`src/hw/rtl/hezr_pkg.sv`:
```
// Hall-edge position zeroing: shared types, register codes and saturating arithmetic.
// No dependencies; used by hezr_core and hall_edge_position_zeroing.
package hezr_pkg;

   localparam int PosWidth = 32;
   localparam int CountWidth = 32;
   localparam int RunWidth = 16;
   localparam int CsrIndexWidth = 8;

   localparam logic signed [PosWidth-1:0] POS_MAX = {1'b0, {(PosWidth-1){1'b1}}};
   localparam logic signed [PosWidth-1:0] POS_MIN = {1'b1, {(PosWidth-1){1'b0}}};
   localparam logic [RunWidth-1:0] RUN_MAX = {RunWidth{1'b1}};

   // register indexes on the csr port
   localparam logic [CsrIndexWidth-1:0] CSR_TRIGGER_LENGTH = 8'd0;
   localparam logic [CsrIndexWidth-1:0] CSR_MOVE_DIRECTION = 8'd1;
   localparam logic [CsrIndexWidth-1:0] CSR_LOWER_HALL_POS = 8'd2;
   localparam logic [CsrIndexWidth-1:0] CSR_UPPER_HALL_POS = 8'd3;

   typedef struct packed {
      logic                        hall_level;
      logic signed [PosWidth-1:0]  encoder_pos;
      logic [CountWidth-1:0]       edge_count;
      logic signed [PosWidth-1:0]  edge_pos;
      logic                        force_error;
   } req_word_type;

   typedef struct packed {
      logic signed [PosWidth-1:0]  corrected_pos;
      logic signed [PosWidth-1:0]  offset_out;
      logic                        is_zeroed;
      logic                        high_enough;
      logic                        error_flag;
   } rsp_word_type;

   typedef struct packed {
      logic [RunWidth-1:0]         trigger_length;
      logic                        move_direction;
      logic signed [PosWidth-1:0]  lower_hall_pos;
      logic signed [PosWidth-1:0]  upper_hall_pos;
   } cfg_type;

   // a - b clamped to the signed range
   function automatic logic signed [PosWidth-1:0] sat_sub(
      input logic signed [PosWidth-1:0] a,
      input logic signed [PosWidth-1:0] b
   );
      logic signed [PosWidth:0] d;
      d = $signed({a[PosWidth-1], a}) - $signed({b[PosWidth-1], b});
      if (d[PosWidth] != d[PosWidth-1]) begin
         return d[PosWidth] ? POS_MIN : POS_MAX;
      end
      return d[PosWidth-1:0];
   endfunction

endpackage

```
`src/hw/rtl/hezr_core.sv`:
```
// Zeroing state and per-word update: low-window min/max, high run, edge qualification.
// Depends on hezr_pkg.
module hezr_core (
   input  logic                  clock,
   input  logic                  reset,
   input  logic                  advance,
   input  hezr_pkg::cfg_type     cfg,
   input  hezr_pkg::req_word_type word,
   output hezr_pkg::rsp_word_type result
);

   logic signed [hezr_pkg::PosWidth-1:0]  offset_ff, offset_in;
   logic signed [hezr_pkg::PosWidth-1:0]  low_min_ff, low_min_in;
   logic signed [hezr_pkg::PosWidth-1:0]  low_max_ff, low_max_in;
   logic [hezr_pkg::CountWidth-1:0]       used_ff, used_in;
   logic [hezr_pkg::RunWidth-1:0]         run_ff, run_in;
   logic zeroed_ff, zeroed_in;
   logic seen_ff;
   logic prev_ff;
   logic err_ff, err_in;

   logic [hezr_pkg::CountWidth-1:0] used_base, used_mid;
   logic prev_eff;
   logic high_ok;
   logic backward;
   logic fire;

   always_comb begin
      err_in    = err_ff | word.force_error;
      // first word after reset seeds the edge count and hall history
      used_base = seen_ff ? used_ff : word.edge_count;
      prev_eff  = seen_ff ? prev_ff : word.hall_level;

      low_min_in = low_min_ff;
      low_max_in = low_max_ff;
      if (!word.hall_level) begin
         if (prev_eff) begin
            low_min_in = word.encoder_pos;
            low_max_in = word.encoder_pos;
         end else begin
            if (word.encoder_pos < low_min_ff) low_min_in = word.encoder_pos;
            if (word.encoder_pos > low_max_ff) low_max_in = word.encoder_pos;
         end
      end

      if (word.hall_level) begin
         run_in   = (run_ff == hezr_pkg::RUN_MAX) ? run_ff : run_ff + 1'b1;
         used_mid = used_base;
      end else begin
         run_in   = '0;
         used_mid = word.edge_count;
      end

      high_ok  = run_in >= cfg.trigger_length;
      backward = cfg.move_direction ? (word.encoder_pos > low_min_in)
                                    : (word.encoder_pos < low_max_in);
      fire     = (used_mid != word.edge_count) && high_ok && backward;

      offset_in = offset_ff;
      used_in   = used_mid;
      zeroed_in = zeroed_ff;
      if (fire) begin
         offset_in = hezr_pkg::sat_sub(
            cfg.move_direction ? cfg.lower_hall_pos : cfg.upper_hall_pos, word.edge_pos);
         used_in   = word.edge_count;
         zeroed_in = 1'b1;
      end

      result.corrected_pos = hezr_pkg::sat_sub(word.encoder_pos, offset_in);
      result.offset_out    = offset_in;
      result.is_zeroed     = zeroed_in;
      result.high_enough   = high_ok;
      result.error_flag    = err_in;
   end

   always_ff @(posedge clock) begin
      if (reset) begin
         offset_ff  <= '0;
         low_min_ff <= hezr_pkg::POS_MAX;
         low_max_ff <= hezr_pkg::POS_MIN;
         used_ff    <= '0;
         run_ff     <= '0;
         zeroed_ff  <= 1'b0;
         seen_ff    <= 1'b0;
         prev_ff    <= 1'b0;
         err_ff     <= 1'b0;
      end else if (advance) begin
         offset_ff  <= offset_in;
         low_min_ff <= low_min_in;
         low_max_ff <= low_max_in;
         used_ff    <= used_in;
         run_ff     <= run_in;
         zeroed_ff  <= zeroed_in;
         seen_ff    <= 1'b1;
         prev_ff    <= word.hall_level;
         err_ff     <= err_in;
      end
   end

endmodule

```
`src/hw/rtl/hall_edge_position_zeroing.sv`:
```
// Top level of the hall-edge position zeroing block: csr bank, input and result registers.
// Depends on hezr_pkg and hezr_core.
//
// Takes one sensor sample per word (hall level, Q16.16 encoder position, hall rising-edge
// count, position latched at that edge, error strobe) and returns exactly one result word
// per sample: the corrected position, current offset and status flags. A word is taken
// in every cycle while the result side keeps up. After a word is accepted on req_, it sits
// in the input register, the single update step between the two registers works on it,
// and it loads into the result register, raising rsp_valid, once that register is free.
// While a finished result waits on rsp_stall the input register still takes one more
// word. Register writes on csr_ are always ready and should land only while no word is
// in flight; an unknown index is ignored.
module hall_edge_position_zeroing (
   input  logic                                  clock,
   input  logic                                  reset,
   // sample words
   input  logic                                  req_valid,
   output logic                                  req_stall,
   input  hezr_pkg::req_word_type                req_word,
   // result words
   output logic                                  rsp_valid,
   input  logic                                  rsp_stall,
   output hezr_pkg::rsp_word_type                rsp_word,
   // register writes
   input  logic                                  csr_valid,
   output logic                                  csr_ready,
   input  logic [hezr_pkg::CsrIndexWidth-1:0]    csr_index,
   input  logic [hezr_pkg::PosWidth-1:0]         csr_data
);

   hezr_pkg::cfg_type       cfg_ff;
   hezr_pkg::req_word_type  in_word_ff;
   logic                    in_vld_ff;
   hezr_pkg::rsp_word_type  out_word_ff;
   logic                    out_vld_ff;
   hezr_pkg::rsp_word_type  core_result;

   logic out_take;   // result register can load this cycle
   logic advance;    // input register word moves into the result register
   logic in_take;    // new sample word accepted

   assign csr_ready = 1'b1;

   // csr bank
   always_ff @(posedge clock) begin
      if (reset) begin
         cfg_ff.trigger_length <= hezr_pkg::RunWidth'(1);
         cfg_ff.move_direction <= 1'b0;
         cfg_ff.lower_hall_pos <= '0;
         cfg_ff.upper_hall_pos <= '0;
      end else if (csr_valid && csr_ready) begin
         unique case (csr_index)
            hezr_pkg::CSR_TRIGGER_LENGTH:
               cfg_ff.trigger_length <= csr_data[hezr_pkg::RunWidth-1:0];
            hezr_pkg::CSR_MOVE_DIRECTION: cfg_ff.move_direction <= csr_data[0];
            hezr_pkg::CSR_LOWER_HALL_POS: cfg_ff.lower_hall_pos <= $signed(csr_data);
            hezr_pkg::CSR_UPPER_HALL_POS: cfg_ff.upper_hall_pos <= $signed(csr_data);
            default: ;
         endcase
      end
   end

   // flow control: the result register frees when empty or being taken,
   // the input register frees when empty or moving on
   assign out_take  = !out_vld_ff || !rsp_stall;
   assign advance   = in_vld_ff && out_take;
   assign req_stall = in_vld_ff && !out_take;
   assign in_take   = req_valid && !req_stall;

   always_ff @(posedge clock) begin
      if (reset) begin
         in_vld_ff <= 1'b0;
      end else if (in_take) begin
         in_vld_ff <= 1'b1;
      end else if (advance) begin
         in_vld_ff <= 1'b0;
      end
   end

   always_ff @(posedge clock) begin
      if (in_take) begin
         in_word_ff <= req_word;
      end
   end

   hezr_core u_core (
      .clock   (clock),
      .reset   (reset),
      .advance (advance),
      .cfg     (cfg_ff),
      .word    (in_word_ff),
      .result  (core_result)
   );

   always_ff @(posedge clock) begin
      if (reset) begin
         out_vld_ff <= 1'b0;
      end else if (out_take) begin
         out_vld_ff <= in_vld_ff;
      end
   end

   always_ff @(posedge clock) begin
      if (advance) begin
         out_word_ff <= core_result;
      end
   end

   assign rsp_valid = out_vld_ff;
   assign rsp_word  = out_word_ff;

   // the input side only stalls behind a full, stalled result register
   a_stall_cause: assert property (@(posedge clock) disable iff (reset)
      req_stall |-> (rsp_valid && rsp_stall))
      else $error("input stalled without a blocked result");

   // a held input word is never dropped
   a_hold_input: assert property (@(posedge clock) disable iff (reset)
      (in_vld_ff && !advance) |=> in_vld_ff)
      else $error("input word lost while blocked");

   // the offset only moves when a qualified edge also sets the zeroed flag
   a_offset_zeroed: assert property (@(posedge clock) disable iff (reset)
      (rsp_valid && !rsp_word.is_zeroed) |-> (rsp_word.offset_out == '0))
      else $error("offset non-zero before zeroing");

endmodule

```
`config.mk`:
```
export PLATFORM = sky130hd
export DESIGN_NAME = hall_edge_position_zeroing
export DESIGN_NICKNAME = d
export VERILOG_FILES = /design/src/hw/rtl/hezr_pkg.sv /design/src/hw/rtl/hezr_core.sv /design/src/hw/rtl/hall_edge_position_zeroing.sv
export SDC_FILE = /design/constraint.sdc
export NUM_CORES = 1
export LEC_CHECK = 0
export ABC_AREA = 0
export BUFFER_PORTS_ARGS = -buffer_cell sky130_fd_sc_hd__buf_2
export CORE_MARGIN = 5
export CORE_UTILIZATION = 45
export DETAILED_ROUTE_END_ITERATION = 12
export PLACE_DENSITY = 0.74
export SETUP_SLACK_MARGIN = 0.5
export SYNTH_ARGS = -nofsm -noshare
export SYNTH_HDL_FRONTEND = slang
export SYNTH_SLANG_ARGS = --single-unit
```
`constraint.sdc`:
```
create_clock -name clock -period 9.7 [get_ports clock]
set_input_delay 0.97 -clock clock [delete_from_list [all_inputs] [get_ports clock]]
set_output_delay 0.97 -clock clock [all_outputs]
set_load 0.02 [all_outputs]
```
=== Word level (Yosys, flattened, before mapping) ===
Index checks and enable logic that the tools add are counted.
Widths: inputs -> output; s select.

* Bits in registers: 396
* Bits of input ports: 143
* Output and inout port bits: 70
* Word-level logic and storage cells: 84

* Add/subtract/negate cells: 3
* $lt $le $gt $ge: 5
* Equality and inequality tests: 7
* Muxes and demuxes: 27
* Bitwise gates (word level): 1
* Reductions and logical operators: 16

{| class="wikitable"
|+ Operators by type and width
! kind !! count
|-
| $mux 32 || 17
|-
| $sub 32x32->33 || 2
|-
| $gt 32x32->1 || 2
|-
| $lt 32x32->1 || 2
|-
| $mux 16 || 2
|-
| $ne 32x32->1 || 1
|-
| $add 16x1->16 const B || 1
|-
| $eq 16x16->1 const B || 1
|-
| $eq 8x2->1 const B || 2
|-
| $ge 16x16->1 || 1
|-
| $eq 8x1->1 const B || 1
|-
| $logic_not 8->1 || 1
|-
| $mux 1 || 8
|-
| $reduce_and 2->1 || 4
|-
| $logic_and 1x1->1 || 5
|-
| $logic_not 1->1 || 4
|-
| $ne 1x1->1 || 2
|-
| $reduce_bool 2->1 || 1
|-
| $logic_or 1x1->1 || 1
|-
| $or 1x1->1 || 1
|}

=== Logic depth before layout (Yosys ltp) ===
* Word-level depth: 14
* Depth in mapped cells: 36

=== By module ===
A second synthesis with hierarchy kept.

* Cell total of the unflattened synthesis: 2,323
* Area, all modules: 23,468.8 µm²

{| class="wikitable"
|+ Modules (own cells, without submodules)
! module !! times used !! cells an instance !! area each (µm²)
|-
| hezr_core || 1 || 1,844 || 15,051.9
|-
| hall_edge_position_zeroing || 1 || 479 || 8,416.8
|}

=== Worst setup path after synthesis ===
OpenSTA, ideal clock, no wires.

* Path kind: flip-flop to flip-flop
* Start: register in_word_ff[90] (netlist bit)
* End: register out_word_ff (netlist bit rsp_word[47]), data pin
* Library setup time: 261 ps
* Arrival time: 7,845 ps
* Required time: 9,439 ps
* Path slack: 1,594 ps
* Cell stages (with the launch flop): 33
* Clock period less this slack: 8,106 ps
* Path through: edfxtp_1 > ha_1 > a21o_1 > a21o_1 > a21o_1 > a21oi_1 > nor2b_1 > o21ai_0 > a221oi_1 > nor3_1 > clkbuf_1 > mux2i_1 > ha_1 > a211o_1 > o211ai_1 > a21oi_1 > o311a_1 > a211oi_1 > a21oi_1 > o31ai_2 > buf_2 > mux2i_1 > ha_1 > nor2b_1 > o31a_1 > o311a_1 > a41oi_2 > a31oi_1 > a311o_1 > a211oi_2 > xnor2_1 > buf_2 > maj3_2

{| class="wikitable"
|+ RTL lines
! element !! RTL line !! RTL
|-
| from (decl) || hall_edge_position_zeroing.sv:32 || <nowiki>hezr_pkg::req_word_type in_word_ff;</nowiki>
|-
| from (signal assigned) || hall_edge_position_zeroing.sv:82 || <nowiki>in_word_ff <= req_word;</nowiki>
|-
| to (signal assigned) || hall_edge_position_zeroing.sv:105 || <nowiki>out_word_ff <= core_result;</nowiki>
|-
| to (decl) || hall_edge_position_zeroing.sv:34 || <nowiki>hezr_pkg::rsp_word_type out_word_ff;</nowiki>
|}

==> run_results.csv <==
group,metric,value,unit
status,status,"completed",
timing,finalSetupViolCount,0,
timing,worst_clock_skew,0.0168,ns
logic_synthesis,synth_area,22400,um2
worst_setup_path,critical_path_class,"register to register",
finish,nFillCells,4417,
floorplan,io_pins,213,
place,io_buffers,211,
worst_hold_path,hold_path.class,"register to register",
global_route,grt_max_degree,100,
timing,rsz0062_at_grt,"no",
route,vias,18500,
logic_synthesis,synth-seq-cells,396,
timing,tightest_slew,1.08,ns
timing,whs,0.452,ns
worst_setup_path,max_stage_delay,0.53,ns
clock_tree,cts_tree,"built",
finish,fin_area,25800,um2
worst_setup_path,startpoint_type,"register",
logic_synthesis,synth-main-ff-cell,"dfxtp_1",
global_route,antenna_found_initial,5,
clock_tree,cts-hold-fix-buffers,0,
worst_setup_path,cp.required,10.08,ns
timing,hold_violations,0,
worst_setup_path,cp-end-kind,"register",
power_and_ir_drop,p_per_area,162,nW/um2
finish,area_growth,15.1,%
floorplan,num_rows,81,
route,vias_per_cell,5.57,
route,wirelength,61.6,mm
timing,max_clock_freq,114,MHz
clock_tree,cts_buffer_depth,3,
flow_run,maxCapViolations,0,
power_and_ir_drop,vdd_drop_max,0.131,mV
finish,final_nets,2982,
clock_tree,clkTransAtPathRegs,0.06,ns
global_route,grt_overflow,0,
route,drtIter0Drc,1518,
timing,fin_crit,8.78,ns
logic_synthesis,synth_warnings,0,
timing,drv_slew,0,
finish,finalNonFillerCells,3329,
timing,tns,0,ns
worst_setup_path,arrival,9.16,ns
global_route,grt_use_total,22.0,%
timing,relSlewSlack,27.9,%
place,dpl_cell_area,24300,um2
global_route,grt_pass1_vias,17900,
worst_setup_path,worst-r2r-cell-count,33,
finish,drive_gt1_share,15.4,%
power_and_ir_drop,p_leak,10.9,nW
route,drt_first_pass_iters,5,
clock_tree,root_buffer,"clkbuf_16",
clock_tree,clk_latency,0.58,ns
logic_synthesis,avgSynthCellArea,9.21,um2
clock_tree,cts_num_sinks,396,
logic_synthesis,synth_enable_flop_cells,165,
worst_hold_path,worstHoldPathCells,2,
clock_tree,cts_htree_levels,2,
place,place_congestion,0.929,
logic_synthesis,async_flop_share,0,%
floorplan,die_x,233,um
floorplan,start_util,45.6,%
route,wl_per_cell,18.5,um
route,drcViolationCount,0,
route,ant_nets,0,
logic_synthesis,syn-instance-count,2434,
clock_tree,tritoncts.num_buffers,44,
worst_setup_path,crit_top_cell,"buf_4",
global_route,grt_pass1_wl,95.9,mm
logic_synthesis,syn_nets,2788,
place,place_inst,3243,
floorplan,dieArea,54400,um2
logic_synthesis,synth-seq-area-share,42.7,%
worst_setup_path,slowest_stage,"edfxtp_1",
worst_setup_path,cp_max_fo,21,
floorplan,die-height,233,um
logic_synthesis,synth.distinct_cells,75,
power_and_ir_drop,power,4.18,mW
timing,finalCritPeriodShare,90.5,%
floorplan,coreArea,49200,um2
place,dpl.hpwl,46.5,mm
-- stage by stage --
stage	utilization [%]	worst slack [ns]
6_report	52.5	0.919
5_1_grt	52.5	0.491
4_1_cts	52.4	0.644
3_5_place_dp	49.4	0.157
3_3_place_gp	49.4	0.574
2_1_floorplan	-	1.59
-- worst max-delay path: cells and delay by family, from the launching register on --
kind	cells	cell delay, ns
xor gates and xnor gates	1	0.26
muxes	2	0.40
DFF	1	0.53
AOI/OAI and AO/OA	16	3.89
buffers and inverters	4	0.98
and+or+nand+nor	7	1.49
adders and majority gates	3	1.00
-- metal layers --
| metal | vias to the layer above | routed length, um | GRT usage, % |
|---|---|---|---|
| met5 | - | 27 | 0 |
| met4 | 4 | 2120 | 7.79 |
| met3 | 115 | 4810 | 4.92 |
| met2 | 659 | 27000 | 33.8 |
| met1 | 8707 | 27700 | 30.7 |
| li1 | 9060 | - | - |
-- placed cells by master (no fill, tap or decap), types with 8 or more instances in the layout --
cell type  instances
and3_1            13
clkbuf_16         44
a22oi_1            9
o22ai_1            9
or2_2              8
xor2_1            23
a21oi_1          239
or3_1              8
nor4_1            12
inv_1            176
o21a_1            25
and4_1             8
mux2i_1          108
nor2_1           205
ha_1             209
a21o_1            37
buf_2            210
edfxtp_1         165
dfxtp_1          231
clkinv_2           9
o21ai_0          109
a211oi_1          47
nand2_1          288
nand4_1           28
o211ai_1          12
nor2b_1           14
mux2_2            36
nand2b_1          15
xnor2_1           55
nor3_1            73
buf_4             46
nand3_1           30
-- cell families after synthesis --
group           share of synthesized area, %
compound gates                          15.9
xor+xnor                                3.05
fa+ha+maj                               12.3
buf+inv                                 4.92
flops                                   42.7
mux                                     6.68
other cells                           0.0167
simple gates                            14.4
-- timing repair --
item / in CTS / in global routing
gates resized for setup: 4 / 9
endpoints found under the setup margin: 30 / 32
buffers inserted: 2 / 1
pin swaps: 1 / 1
-- path summary, 6_finish.rpt --
path	slack, ns	end	start
hold / removal	0.45	cfg_ff[48]$_SDFFE_PP0P_	cfg_ff[48]$_SDFFE_PP0P_
setup / recovery	0.92	rsp_word[54]$_DFFE_PP_	in_word_ff[96]$_DFFE_PP_
hold reg to reg	0.45	cfg_ff[48]$_SDFFE_PP0P_	cfg_ff[48]$_SDFFE_PP0P_
setup reg to reg	0.92	rsp_word[54]$_DFFE_PP_	in_word_ff[96]$_DFFE_PP_
-- power by group --
part / total [mW] / switching [mW] / internal, mW
clock: 1.67 / 0.697 / 0.975
sequential: 1.86 / 0.0444 / 1.81
combinational: 0.651 / 0.403 / 0.247
total: 4.18 / 1.14 / 3.04
-- layout make-up --
class | count | area (um2) | area share, %
diodes | 2 | 5.00 | 0.0194
clock buffers | 53 | 1170 | 4.55
clock inverters | 28 | 273 | 1.06
inverters | 177 | 667 | 2.58
multi-input cells | 1750 | 11800 | 45.9
flip-flops and latches | 396 | 9580 | 37.1
well taps | 664 | 831 | 3.22
repair buffers | 259 | 1440 | 5.58
-- registers in the layout, summed over array words and instances, names as in the netlist --
| signal | flops |
|---|---|
| rsp_valid | 1 |
| u_core.used_ff | 32 |
| in_word_ff | 98 |
| u_core.offset_ff | 32 |
| u_core.seen_ff | 1 |
| u_core.prev_ff | 1 |
| u_core.low_max_ff | 32 |
| cfg_ff | 81 |
| u_core.low_min_ff | 32 |
| rsp_word | 67 |
| u_core.err_ff | 1 |
| u_core.run_ff | 16 |
| in_vld_ff | 1 |
| u_core.zeroed_ff | 1 |
-- synth_stat cells (48+ instances only) --
cell type,number,share of area [%]
dfxtp_1,231,21
a211oi_1,48,1.6
o21ai_0,109,2.4
xnor2_1,55,2.1
nand2_1,289,4.8
mux2i_1,109,4.9
clkbuf_1,92,1.5
nor2_1,207,3.5
ha_1,209,12
a21oi_1,240,5.4
inv_1,177,3.0
edfxtp_1,165,22
nor3_1,74,1.7
Power figures use the tool's default switching activity.
